## src/rtl/core/dq_pkg.sv

```systemverilog
package dq_pkg;

  localparam int DEPTH = 16;
  localparam int IDX_W = (DEPTH > 1) ? $clog2(DEPTH) : 1;
  localparam int CNT_W = $clog2(DEPTH + 1);
  localparam int OCC_W = 5;
  localparam int WORD_W = 32;

  // request codes
  localparam logic [1:0] FUNC_INS_REAR  = 2'd0;
  localparam logic [1:0] FUNC_INS_FRONT = 2'd1;
  localparam logic [1:0] FUNC_DEL_REAR  = 2'd2;
  localparam logic [1:0] FUNC_DEL_FRONT = 2'd3;

  // result status codes
  localparam logic [1:0] STAT_DONE      = 2'd0;
  localparam logic [1:0] STAT_OVERFLOW  = 2'd1;
  localparam logic [1:0] STAT_UNDERFLOW = 2'd2;

  typedef struct packed {
    logic exec;      // input transaction accepted this cycle
    logic load_out;  // move finished result into output register
  } dq_cmd_t;

endpackage

```

## src/rtl/core/double_ended_queue.sv

```systemverilog
// bounded double-ended queue of signed 32-bit words (16 entries)
// input channel: in_func selects insert rear, insert front, delete rear or
//   delete front; in_value is the word to insert and is ignored for deletes
// result channel: one transaction per request with out_status (done,
//   overflow, underflow), out_removed_value (word taken out, else zero) and
//   out_occupancy (words stored after the request)
// results: status and read word are registered at acceptance, then move
//   into the output register once it is free; no new request is taken
//   until the previous result has moved there; pointers and count are
//   updated at acceptance and the entry store read is registered, so the
//   result is formed in the cycle after acceptance
// stall: the result sits in an output register; while it waits the block
//   still takes the next request, then holds that result internally and
//   keeps in_ready low until the output register frees
// reset: synchronous active-low rst_n empties the queue (head, tail and
//   count to zero) and drops out_valid; stored words are not cleared
module double_ended_queue (
  input  logic                     clk,
  input  logic                     rst_n,
  input  logic                     in_valid,
  output logic                     in_ready,
  input  logic [1:0]               in_func,
  input  logic signed [31:0]       in_value,
  output logic                     out_valid,
  input  logic                     out_ready,
  output logic [1:0]               out_status,
  output logic signed [31:0]       out_removed_value,
  output logic [dq_pkg::OCC_W-1:0] out_occupancy
);
  import dq_pkg::*;

  // command bundle from controller to datapath
  dq_cmd_t cmd;

  // handshake sequencing and output valid
  dq_ctrl u_ctrl (
    .clk       (clk),
    .rst_n     (rst_n),
    .in_valid  (in_valid),
    .in_ready  (in_ready),
    .out_valid (out_valid),
    .out_ready (out_ready),
    .cmd       (cmd)
  );

  // pointers, count, entry store and output register
  dq_dp u_dp (
    .clk               (clk),
    .rst_n             (rst_n),
    .cmd               (cmd),
    .in_func           (in_func),
    .in_value          (in_value),
    .out_status        (out_status),
    .out_removed_value (out_removed_value),
    .out_occupancy     (out_occupancy)
  );

endmodule

```

## src/rtl/core/dq_ctrl.sv

```systemverilog
module dq_ctrl (
  input  logic           clk,
  input  logic           rst_n,
  input  logic           in_valid,
  output logic           in_ready,
  output logic           out_valid,
  input  logic           out_ready,
  output dq_pkg::dq_cmd_t cmd
);
  import dq_pkg::*;

  localparam logic S_IDLE   = 1'b0;
  localparam logic S_RESULT = 1'b1;

  logic state_r, state_nxt;
  logic out_valid_r, out_valid_nxt;

  assign in_ready     = (state_r == S_IDLE);
  assign cmd.exec     = in_valid && in_ready;
  assign cmd.load_out = (state_r == S_RESULT) && (!out_valid_r || out_ready);
  assign out_valid    = out_valid_r;

  always_comb begin
    state_nxt = state_r;
    case (state_r)
      S_IDLE: begin
        if (cmd.exec) state_nxt = S_RESULT;
      end
      S_RESULT: begin
        if (cmd.load_out) state_nxt = S_IDLE;
      end
      default: state_nxt = S_IDLE;
    endcase
  end

  always_comb begin
    if (cmd.load_out) begin
      out_valid_nxt = 1'b1;
    end else if (out_ready) begin
      out_valid_nxt = 1'b0;
    end else begin
      out_valid_nxt = out_valid_r;
    end
  end

  always_ff @(posedge clk) begin
    if (!rst_n) begin
      state_r     <= S_IDLE;
      out_valid_r <= 1'b0;
    end else begin
      state_r     <= state_nxt;
      out_valid_r <= out_valid_nxt;
    end
  end

endmodule

```

## src/rtl/core/dq_dp.sv

```systemverilog
module dq_dp (
  input  logic                        clk,
  input  logic                        rst_n,
  input  dq_pkg::dq_cmd_t             cmd,
  input  logic [1:0]                  in_func,
  input  logic signed [31:0]          in_value,
  output logic [1:0]                  out_status,
  output logic signed [31:0]          out_removed_value,
  output logic [dq_pkg::OCC_W-1:0]    out_occupancy
);
  import dq_pkg::*;

  logic signed [WORD_W-1:0] mem [DEPTH];

  logic [IDX_W-1:0] head_r, head_nxt;
  logic [IDX_W-1:0] tail_r, tail_nxt;
  logic [CNT_W-1:0] count_r, count_nxt;

  logic [1:0]               stat_r, stat_nxt;
  logic                     take_r, take_nxt;
  logic signed [WORD_W-1:0] rd_data_r;

  logic [1:0]               out_status_r;
  logic signed [WORD_W-1:0] out_removed_r;
  logic [OCC_W-1:0]         out_occ_r;

  logic             full, empty;
  logic             mem_we;
  logic [IDX_W-1:0] waddr, raddr;

  function automatic logic [IDX_W-1:0] idx_next(input logic [IDX_W-1:0] i);
    return (i == IDX_W'(DEPTH - 1)) ? '0 : i + 1'b1;
  endfunction

  function automatic logic [IDX_W-1:0] idx_prev(input logic [IDX_W-1:0] i);
    return (i == '0) ? IDX_W'(DEPTH - 1) : i - 1'b1;
  endfunction

  assign full  = (count_r == CNT_W'(DEPTH));
  assign empty = (count_r == '0);

  always_comb begin
    head_nxt  = head_r;
    tail_nxt  = tail_r;
    count_nxt = count_r;
    stat_nxt  = STAT_DONE;
    take_nxt  = 1'b0;
    mem_we    = 1'b0;
    waddr     = tail_r;
    raddr     = head_r;
    case (in_func)
      FUNC_INS_REAR: begin
        if (full) begin
          stat_nxt = STAT_OVERFLOW;
        end else begin
          mem_we    = 1'b1;
          waddr     = tail_r;
          tail_nxt  = idx_next(tail_r);
          count_nxt = count_r + 1'b1;
        end
      end
      FUNC_INS_FRONT: begin
        if (full) begin
          stat_nxt = STAT_OVERFLOW;
        end else begin
          mem_we    = 1'b1;
          waddr     = idx_prev(head_r);
          head_nxt  = idx_prev(head_r);
          count_nxt = count_r + 1'b1;
        end
      end
      FUNC_DEL_REAR: begin
        if (empty) begin
          stat_nxt = STAT_UNDERFLOW;
        end else begin
          take_nxt  = 1'b1;
          raddr     = idx_prev(tail_r);
          tail_nxt  = idx_prev(tail_r);
          count_nxt = count_r - 1'b1;
        end
      end
      FUNC_DEL_FRONT: begin
        if (empty) begin
          stat_nxt = STAT_UNDERFLOW;
        end else begin
          take_nxt  = 1'b1;
          raddr     = head_r;
          head_nxt  = idx_next(head_r);
          count_nxt = count_r - 1'b1;
        end
      end
      default: stat_nxt = STAT_DONE;
    endcase
  end

  // entry store, registered read
  always_ff @(posedge clk) begin
    if (cmd.exec && mem_we) mem[waddr] <= in_value;
    if (cmd.exec) rd_data_r <= mem[raddr];
  end

  always_ff @(posedge clk) begin
    if (!rst_n) begin
      head_r  <= '0;
      tail_r  <= '0;
      count_r <= '0;
    end else if (cmd.exec) begin
      head_r  <= head_nxt;
      tail_r  <= tail_nxt;
      count_r <= count_nxt;
    end
  end

  always_ff @(posedge clk) begin
    if (cmd.exec) begin
      stat_r <= stat_nxt;
      take_r <= take_nxt;
    end
    if (cmd.load_out) begin
      out_status_r  <= stat_r;
      out_removed_r <= take_r ? rd_data_r : '0;
      out_occ_r     <= OCC_W'(count_r);
    end
  end

  assign out_status        = out_status_r;
  assign out_removed_value = out_removed_r;
  assign out_occupancy     = out_occ_r;

endmodule

```

## config.mk

```make
export PLATFORM = sky130hd
export DESIGN_NAME = double_ended_queue
export DESIGN_NICKNAME = d
export VERILOG_FILES = /design/src/rtl/core/dq_pkg.sv /design/src/rtl/core/double_ended_queue.sv /design/src/rtl/core/dq_ctrl.sv /design/src/rtl/core/dq_dp.sv
export SDC_FILE = /design/constraint.sdc
export NUM_CORES = 1
export LEC_CHECK = 0
export ABC_AREA = 1
export BUFFER_PORTS_ARGS = -buffer_cell sky130_fd_sc_hd__buf_2
export CAP_MARGIN = 15
export CORE_MARGIN = 2
export CORE_UTILIZATION = 35
export DETAILED_ROUTE_END_ITERATION = 10
export SETUP_SLACK_MARGIN = 0.2
export SLEW_MARGIN = 30
export SYNTH_ARGS = -nofsm -noshare
export SYNTH_HDL_FRONTEND = slang
export SYNTH_SLANG_ARGS = --single-unit
```

## constraint.sdc

```tcl
create_clock -name clk -period 4.45 [get_ports clk]
set_clock_uncertainty 0.05 [all_clocks]
set_input_delay 0.6675 -clock clk [delete_from_list [all_inputs] [get_ports clk]]
set_output_delay 0.6675 -clock clk [all_outputs]
set_load 0.01 [all_outputs]
```

==> reports/qor.txt, run 1 <==
Endpoints failing setup - 0
Tmin final - 3.29 ns
Syn Nets - 2429
DIE AREA - 76400 um^2
Non-filler cells in the finished layout - 3463
Clock-pin slew on the worst setup and hold paths - 0.06 ns
CTS tree - done
Clk_lat worst skew - 0.61 ns
Worst Slack Setup Final - 1.16 ns
CP endpoint kind - flop
R2r setup slk - 1.16 ns
Placer Congestion - 0.804
Hold-fix buffers, CTS - 0
Layout Utilization - 40.5%
Fin Setup TNS - 0 ns
Initial core utilization - 35.5%
Final hold slack - 0.323 ns
Post-CTS setup repair buffer count - 0
Vias post-DR - 17026
Maxcap violations - 0
Period utilization - 73.9%
Die Y - 276 um
Crit path kind - flop to flop
Largest net degree at the start of global routing - 129
ANT cells - 0
Min-delay src - out_ready
YS warnings - 0
Syn Inst Count - 2383
Drt first-iter violations - 1377
TritonRoute pass-1 iters - 6
R2R cell count - 8
GR Util All Layers - 16.9%
IO Port Bufs - 78
Yosys reg bits - 601
Min-Delay Path Class - input pin to flop
# H-tree levels - 3
Final ANT Viol Nets - 0
Final hold violations - 0
Row count - 99
Synthesized area - 26000 um^2
Peak VDD IR - 0.000278 V
Initial antenna violation count - 1
DRC - 0
Pins Over Slew Limit - 0
Area grow syn2layout - 14.2%
Vias in the first global route - 17184
Startpoint types - flop
Post-cts resize count - 0
First-pass GRT wire length - 101 mm
Netlist cell types - 30
Static leakage - 12.2 nW
Register area share after synthesis - 68.9%
Hpwl dp - 35.4 mm
Area of all placed cells without fillers - 29600 um^2
Syn_area_per_cell - 10.9 um^2
Placed Instances - 3347
Origin of the critical flop-to-flop path - u_dp.count_r[2]$_SDFFE_PN0P_
Dpl cell area - 27600 um^2
Longest Clk Path Bufs - 3
Status - completed
Die width - 276 um
Core area - 73200 um^2
Clock root buffer - clkbuf_16
Number of I/O pins - 79
Hold path depth - 4
Power Density - 467 nW/um^2
RSZ-0062 raised after global routing - no
CP required - 4.70 ns
CP max FO - 22
Hold path endpoint - u_ctrl.out_valid$_SDFFE_PN0P_
Post-Route WL - 65.0 mm
Total grt overflow - 0
Average vias per placed instance - 4.92
Share of cells above drive strength 1 - 9.94%
R2R Path End - u_dp.mem[15][14]$_DFFE_PP_
Slew headroom - 30.3%
Final-stage net count - 2502
Overall power - 13.8 mW
Num CTS Buffers - 66
Crit path DAT - 3.54 ns
Worst-margin pin slew - 1.05 ns
Pre-CTS WS - 0.958 ns
Post-DR wirelength/cell - 18.8 um
CTS sink cnt - 601
Max Clock Freq - 304 MHz
==> registers in the layout, summed over array words and instances (netlist names) <==
name,cells
u_dp.mem,512
u_dp.out_removed_value,32
u_dp.rd_data_r,32
u_dp.count_r,5
u_dp.out_occupancy,5
u_dp.head_r,4
u_dp.tail_r,4
u_dp.out_status,2
u_dp.stat_r,2
u_ctrl.out_valid,1
u_ctrl.state_r,1
u_dp.take_r,1
==> worst max-delay path by stage <==
stage                                      start                     endpoint  slack, ns  depth (start not counted)
finish              u_dp.count_r[2]$_SDFFE_PN0P_   u_dp.mem[15][14]$_DFFE_PP_       1.16                          8
global route        u_dp.count_r[2]$_SDFFE_PN0P_   u_dp.mem[15][14]$_DFFE_PP_       0.85                          8
CTS                 u_dp.count_r[2]$_SDFFE_PN0P_   u_dp.mem[15][14]$_DFFE_PP_       1.16                          8
detailed placement                    in_func[1]   u_dp.mem[15][12]$_DFFE_PP_       0.96                          9
global placement                      in_func[1]   u_dp.mem[15][12]$_DFFE_PP_       0.98                          9
floorplan                               in_valid  u_dp.tail_r[3]$_SDFFE_PN0P_       0.99                          7
==> layout by cell type (no fill, tap or decap), types with 2 or more instances in the layout <==
| cell type | count |
|---|---|
| a211oi_1 | 5 |
| a21oi_1 | 15 |
| buf_12 | 7 |
| buf_2 | 78 |
| buf_4 | 41 |
| bufinv_16 | 3 |
| clkbuf_1 | 16 |
| clkbuf_16 | 68 |
| clkinv_1 | 10 |
| clkinv_2 | 10 |
| clkinv_8 | 3 |
| clkinvlp_4 | 3 |
| dfxtp_1 | 15 |
| edfxtp_1 | 586 |
| ha_1 | 7 |
| inv_1 | 478 |
| inv_2 | 2 |
| inv_6 | 2 |
| nand2_1 | 486 |
| nand2_4 | 4 |
| nand3_1 | 499 |
| nand3b_1 | 96 |
| nand4_1 | 2 |
| nor2_1 | 8 |
| nor2_2 | 2 |
| nor2_4 | 18 |
| o21ai_0 | 18 |
| xnor2_1 | 4 |
| xor2_1 | 5 |
==> synthesized netlist by cell type <==
master	instances	area share [%]
a211oi_1	5	0.14
a21oi_1	16	0.31
a22oi_1	1	0.029
buf_1	2	0.029
buf_2	100	1.9
buf_4	4	0.12
clkbuf_1	15	0.22
dfxtp_1	15	1.2
edfxtp_1	586	68
fa_1	1	0.077
ha_1	7	0.34
inv_1	478	6.9
inv_2	3	0.043
nand2_1	488	7.1
nand2_2	2	0.048
nand2_4	1	0.043
nand3_1	499	9.6
nand3_2	2	0.077
nand3b_1	96	2.8
nand4_1	2	0.048
nor2_1	25	0.36
nor2_2	3	0.072
nor2_8	1	0.077
nor3_1	1	0.019
nor4_1	1	0.024
o211ai_1	1	0.029
o21ai_0	18	0.35
o21ai_1	1	0.019
xnor2_1	4	0.13
xor2_1	5	0.17
==> power by group <==
| part | switching [mW] | internal [mW] | total (mW) |
|---|---|---|---|
| Combinational | 1.52 | 0.602 | 2.12 |
| Sequential | 0.0683 | 6.46 | 6.52 |
| Clock | 2.20 | 3.00 | 5.20 |
| Total | 3.78 | 10.1 | 13.8 |
==> worst max-delay path: stages (launching register included) <==
cell,delay [ns]
dfxtp_1,0.34
nor2_2,0.19
nand2_1,0.11
o211ai_1,0.48
o21ai_0,0.28
inv_1,0.13
nand3_1,0.31
nor2_4,0.76
buf_4,0.34
==> metal layers <==
layer	part of all wire, %	global-route usage (%)	vias up
li1	-	-	8021
met4	2.3	5.62	0
met3	5.7	2.73	101
met2	49	29.3	570
met1	43	21.6	8334
met5	0	0	-
==> final cells by class <==
| class | count | area [um^2] |
|---|---|---|
| multi-input combinational | 1180 | 5860 |
| timing repair buffer | 126 | 838 |
| clock inverter | 31 | 267 |
| clock buffer | 85 | 1780 |
| sequential | 601 | 17900 |
| inverter | 481 | 1810 |
| fill | 6861 | 43600 |
| tap | 959 | 1200 |
==> cells by family (layout without fill, tap and decap cells) <==
logic type | count (synthesis) | in the layout | synth area share, %
buffers and inverters | 602 | 723 | 9.24
DFF | 601 | 601 | 68.9
AOI/OAI and AO/OA | 42 | 42 | 0.877
adders and majority gates | 8 | 8 | 0.414
and+or+nand+nor | 1121 | 1121 | 20.2
xor gates and xnor gates | 9 | 9 | 0.304
No activity file was read; power rests on OpenSTA's default activity.
==> run 2, diff against run 1 <==
ABC_AREA = 0   (was 1)
clock period = 3.1 ns   (was 4.45 ns; I/O delays follow)
==> run 2 against run 1 <==
Net effect:
- highest routed layer is now met5
- largest power group unchanged
- utilization is 3.4 points higher
- final cell count decreased by 27%
- design area down 2.7%
- combinational power grew 100%
- synthesized cell count down 40%
- sequential cell count stayed put
- wire length is 5.1% lower
- non-clock buffer count up 94
- die area shrank 10%
==> reports/qor.txt, run 2 <==
Status - completed
Overall power - 20.7 mW
Endpoints failing setup - 0
Most frequent cells in the layout - edfxtp_1 (586), nand2_1 (144), mux2i_1 (123)
CP endpoint kind - flop
Hpwl dp - 33.8 mm
RSZ-0062 raised after global routing - yes
CTS tree - done
# fillers - 5706
Max Clock Freq - 342 MHz
Share of cells above drive strength 1 - 24.3%
Initial antenna violation count - 6
IO Port Bufs - 78
Die Y - 261 um
Vias in the first global route - 13506
Largest net degree at the start of global routing - 61
Synth area leader - edfxtp_1
Crit-path cells - or4_4 > o21a_4 > a31o_4 > buf_12 > buf_4 > mux2i_1 > o22ai_1 > or4_1
Row count - 94
Syn Nets - 1487
CP max FO - 6
Initial core utilization - 35.3%
Synth top area share - 75.8%
Number of I/O pins - 79
Post-DR wirelength/cell - 24.3 um
Drt first-iter violations - 1295
Total grt overflow - 0
R2R cell count - 8
Ranking of synthesized cells by area - edfxtp_1 (76%), mux2i_1 (5.6%), a21oi_1 (3.0%), a221oi_1 (2.4%), nand2_1 (2.3%)
P_int - 15.2 mW
ANT cells - 0
Clock root buffer - clkbuf_16
First-pass GRT wire length - 88.0 mm
Power Density - 717 nW/um^2
DIE AREA - 68400 um^2
Placer Congestion - 0.772
Register area share after synthesis - 77.1%
GR Util All Layers - 17.4%
Switch share - 26.7%
Num CTS Buffers - 58
Comb power frac - 20.6%
# H-tree levels - 2
Footprint of the multi-input gates - 5540 um^2
Vias post-DR - 13540
Core area - 65700 um^2
Netlist cell types - 50
Pins Over Slew Limit - 0
Clk_lat worst skew - 0.63 ns
Count leader, synth - edfxtp_1
Flop pwr share - 45.8%
Startpoint types - flop
YS warnings - 0
Layout Utilization - 43.9%
CP required - 3.42 ns
Slowest cell on crit path - or4_4
Hold-fix buffers, CTS - 0
Worst-margin pin slew - 0.633 ns
Final hold violations - 0
Pre-CTS WS - -0.141 ns
Worst Slack Setup Final - 0.178 ns
Number of synthesized flops with an enable pin - 586
Average vias per placed instance - 5.33
Die width - 261 um
Asr flop ratio synth - 0%
Most common library cells after synthesis - edfxtp_1 (586), nand2_1 (144), a21oi_1 (139), mux2i_1 (129), a221oi_1 (64)
Period utilization - 94.3%
Dpl cell area - 25800 um^2
DRC - 0
CTS sink cnt - 601
Commonest non-fill, non-tap cell in the layout - edfxtp_1
Clock-pin slew on the worst setup and hold paths - 0.06 ns
Syn_area_per_cell - 16.1 um^2
Tmin final - 2.92 ns
Clk pwr share - 33.5%
Min-Delay Path Class - input pin to flop
Hold path depth - 3
Number of flip-flops in the largest register - 512
Max incr delay on CP - 0.57 ns
Slew headroom - 57.8%
Post-Route WL - 61.6 mm
TritonRoute pass-1 iters - 5
Maxcap violations - 0
NetSw - 5.52 mW
Sequential Area - 17900 um^2
Longest Clk Path Bufs - 3
Area of all placed cells without fillers - 28800 um^2
Syn Inst Count - 1441
Final-stage net count - 1679
Peak VDD IR - 0.000463 V
Static leakage - 10.1 nW
Area grow syn2layout - 24.3%
Non-filler cells in the finished layout - 2542
Primary FF master, synth - edfxtp_1
Placed Instances - 2399
Crit path DAT - 3.24 ns
Yosys reg bits - 601
Most flop-heavy register - u_dp.mem
Final ANT Viol Nets - 0
Crit path kind - flop to flop
Synthesized area - 23200 um^2
==> run 2: cell count changes after synthesis, moves of 95 or more <==
cell / change
nand3_1: -495
inv_1: -465
nand2_1: -344
mux2i_1: +129
a21oi_1: +123
nand3b_1: -95
==> run 2: timing repair <==
action / in CTS / in global routing
pin swaps: 12 / 26
cloned: 7 / 9
gates resized for setup: 34 / 96
setup buffers: 11 / 11
endpoints found under the setup margin: 27 / 298
==> run 2: per-stage QoR <==
| step | hold WS (ns) | TNS (ns) |
|---|---|---|
| 2_1_floorplan | 0.350 | -0.103 |
| 3_3_place_gp | 0.365 | -0.364 |
| 3_5_place_dp | 0.359 | -0.597 |
| 4_1_cts | 0.0476 | 0 |
| 5_1_grt | 0.100 | 0 |
| 6_report | 0.0701 | 0 |
==> run 2: path summary, 6_finish.rpt <==
| kind | startpoint | endpoint | slack (ns) |
|---|---|---|---|
| setup reg to reg | u_dp.count_r[0]$_SDFFE_PN0P_ | u_dp.rd_data_r[29]$_DFFE_PP_ | 0.18 |
| hold / removal | in_valid | u_ctrl.state_r$_SDFF_PN0_ | 0.07 |
| setup / recovery | u_dp.count_r[0]$_SDFFE_PN0P_ | u_dp.rd_data_r[29]$_DFFE_PP_ | 0.18 |
| hold reg to reg | u_dp.stat_r[0]$_SDFFCE_PN0P_ | u_dp.out_status[0]$_DFFE_PP_ | 0.37 |
==> run 2: logic make-up (layout without fill, tap and decap cells) <==
family | count (synthesis) | count (layout) | share of synthesized area (%)
AOI/OAI and AO/OA | 309 | 310 | 8.48
and+or+nand+nor | 276 | 276 | 5.73
xor gates and xnor gates | 11 | 11 | 0.415
buffers and inverters | 102 | 338 | 1.97
adders and majority gates | 8 | 8 | 0.464
DFF | 601 | 601 | 77.1
muxes | 134 | 134 | 5.81
==> run 2: cell type report <==
cell class                      count  share of cell area [%]
Tap cell                          864                    3.75
Inverter                           13                   0.169
Timing Repair Buffer              220                    8.41
Clock buffer                       74                    5.24
Multi-Input combinational cell    739                    19.2
Sequential cell                   601                    62.1
Clock inverter                     31                    1.15
==> run 2: critical path, delay by kind of cell, from the launching register on <==
family / cells / cell delay, ns
DFF: 1 / 0.31
buffers and inverters: 2 / 0.31
AOI/OAI and AO/OA: 3 / 0.68
muxes: 1 / 0.20
and+or+nand+nor: 2 / 1.10
==> run 2: metal layers <==
layer / vias up / track usage (%) / part of all wire [%]
met1: 6957 / 22.7 / 42
li1: 6037 / - / -
met2: 462 / 30.3 / 50
met5: - / 0 / 0.041
met3: 80 / 2.81 / 5.7
met4: 4 / 4.81 / 2.2
==> run 2: power by group through the flow <==
stage	Sequential, mW	Clock (mW)	Combinational [mW]
2_1_floorplan	9.59	0	2.02
3_3_place_gp	9.64	0	3.29
3_5_place_dp	9.64	0	3.36
4_1_cts	9.47	7.04	3.76
5_1_grt	9.49	7.32	4.53
6_report	9.47	6.93	4.26
==> run 3, diff against run 2 <==
--- a/config.mk
+++ b/config.mk
@@ -10,3 +10,3 @@
 export CAP_MARGIN = 15
-export CORE_MARGIN = 2
+export CORE_MARGIN = 3
 export CORE_UTILIZATION = 35
--- a/constraint.sdc
+++ b/constraint.sdc
@@ -4,2 +4,2 @@
 set_output_delay 0.465 -clock clk [all_outputs]
-set_load 0.01 [all_outputs]
+set_load 0.02 [all_outputs]
==> run 3 against run 2 <==
Net effect:
- setup slack better by 0.0014 ns
- wire length is 4.3% lower
- die area is 1.5% higher
- critical path type unchanged
- largest cell class unchanged
==> reports/qor.txt, run 3 (synthesis gave the netlist of run 2 again) <==
Status - completed
First-pass GRT wire length - 86.6 mm
Hpwl dp - 33.2 mm
Clk_lat worst skew - 0.62 ns
Overall power - 20.0 mW
Clock root buffer - clkbuf_16
Final hold violations - 0
TritonRoute pass-1 iters - 5
Crit path kind - flop to flop
Maxcap violations - 0
Hold path endpoint - u_ctrl.state_r$_SDFF_PN0_
Placer Congestion - 0.782
Final-stage net count - 1652
Period utilization - 94.2%
CP top delay family - simple AND/OR/NAND/NOR gates
Slowest cell on crit path - or4_4
Power Density - 715 nW/um^2
Peak VDD IR - 0.000510 V
Initial antenna violation count - 4
RSZ-0062 raised after global routing - yes
Crit-path cells - or4_4 > o211ai_1 > a21boi_4 > or2_4 > buf_12 > o22ai_1 > or4_1
Static leakage - 9.76 nW
Origin of the critical flop-to-flop path - u_dp.count_r[0]$_SDFFE_PN0P_
R2r setup slk - 0.18 ns
Clock-pin slew on the worst setup and hold paths - 0.06 ns
Endpoints failing setup - 0
# H-tree levels - 2
Worst Slack Setup Final - 0.179 ns
Dpl cell area - 25700 um^2
Area grow syn2layout - 20.8%
Worst Path Buf+Inv - 1
Post-DR wirelength/cell - 23.5 um
Most flop-heavy register - u_dp.mem
R2R cell count - 7
Max incr delay on CP - 0.57 ns
CTS tree - done
Worst-margin pin slew - 0.789 ns
Tmin final - 2.92 ns
Die Y - 263 um
Max Clock Freq - 342 MHz
IO Port Bufs - 78
CP max FO - 17
Initial core utilization - 35.7%
Number of I/O pins - 79
Core area - 65000 um^2
Slew headroom - 47.4%
Area of all placed cells without fillers - 28000 um^2
Crit path DAT - 3.21 ns
Most frequent cells in the layout - edfxtp_1 (586), nand2_1 (143), a21oi_1 (133)
CP required - 3.39 ns
DIE AREA - 69400 um^2
Pins Over Slew Limit - 0
Share of cells above drive strength 1 - 20.5%
Fin Setup TNS - 0 ns
Average vias per placed instance - 5.33
Vias in the first global route - 13353
Min-Delay Path Class - input pin to flop
Final hold slack - 0.0803 ns
R2R Path End - u_dp.rd_data_r[0]$_DFFE_PP_
Total grt overflow - 0
Hold path depth - 3
Num CTS Buffers - 58
Post-Route WL - 59.0 mm
Row count - 93
Min-delay src - in_valid
Startpoint types - flop
Largest net degree at the start of global routing - 82
DRC - 0
Drt first-iter violations - 1070
CTS sink cnt - 601
Number of flip-flops in the largest register - 512
Commonest non-fill, non-tap cell in the layout - edfxtp_1
Longest Clk Path Bufs - 3
Pre-CTS WS - 0.0208 ns
CP endpoint kind - flop
Vias post-DR - 13385
Die width - 263 um
GR Util All Layers - 16.5%
Final ANT Viol Nets - 0
-- run 3: worst max-delay path by stage --
stage,from,end,slack [ns],depth (start not counted)
2_1_floorplan,u_dp.head_r[0]$_SDFFE_PN0P_,u_dp.mem[0][0]$_DFFE_PP_,-0.0008,9
3_3_place_gp,u_dp.count_r[0]$_SDFFE_PN0P_,u_dp.rd_data_r[4]$_DFFE_PP_,0.08,9
3_5_place_dp,u_dp.count_r[0]$_SDFFE_PN0P_,u_dp.rd_data_r[8]$_DFFE_PP_,0.02,9
4_1_cts,u_dp.count_r[0]$_SDFFE_PN0P_,u_dp.rd_data_r[6]$_DFFE_PP_,0.20,8
5_1_grt,u_dp.count_r[0]$_SDFFE_PN0P_,u_dp.rd_data_r[4]$_DFFE_PP_,0.11,8
6_report,u_dp.count_r[0]$_SDFFE_PN0P_,u_dp.rd_data_r[0]$_DFFE_PP_,0.18,7
-- run 3: metal layers --
metal,vias to the layer above,part of all wire [%],GRT usage [%]
met2,417,50,28.1
met1,6890,42,21.8
met5,-,0.019,0
met3,93,5.2,2.36
li1,5983,-,-
met4,2,2.6,5.69
-- run 3: timing repair --
action	4_1_cts	5_1_grt
cloned	0	4
endpoints found under the setup margin	59	395
hold buffers	0	0
endpoints found under the hold margin	0	0
setup buffers	2	10
gates resized for setup	5	34
pin swaps	2	6
-- run 3: tightest hold or removal path: stages --
cell	delay, ns
buf_2	0.09
o21ai_0	0.08
nor2_1	0.08
-- run 3: per-stage QoR --
stage	utilization [%]	cells
after floorplan	-	1441
after global placement	39.5	2385
after detailed placement	39.5	2385
after CTS	42.5	2496
after global routing	43.1	2511
final	43.1	2512
-- run 3: power breakdown --
group / internal [mW] / switching [mW] / leakage, nW
Sequential: 9.33 / 0.125 / 5.45
Clock: 4.03 / 2.96 / 0.925
Combinational: 1.48 / 2.12 / 3.39
-- run 3: area by class of cell --
| cell class | instances | area [um^2] |
|---|---|---|
| Clock buffer | 77 | 1600 |
| Timing Repair Buffer | 194 | 1870 |
| Sequential cell | 601 | 17900 |
| Clock inverter | 32 | 307 |
| Antenna cell | 2 | 5.00 |
| Tap cell | 855 | 1070 |
| Multi-Input combinational cell | 738 | 5220 |
| Fill cell | 5657 | 37000 |
| Inverter | 13 | 48.8 |
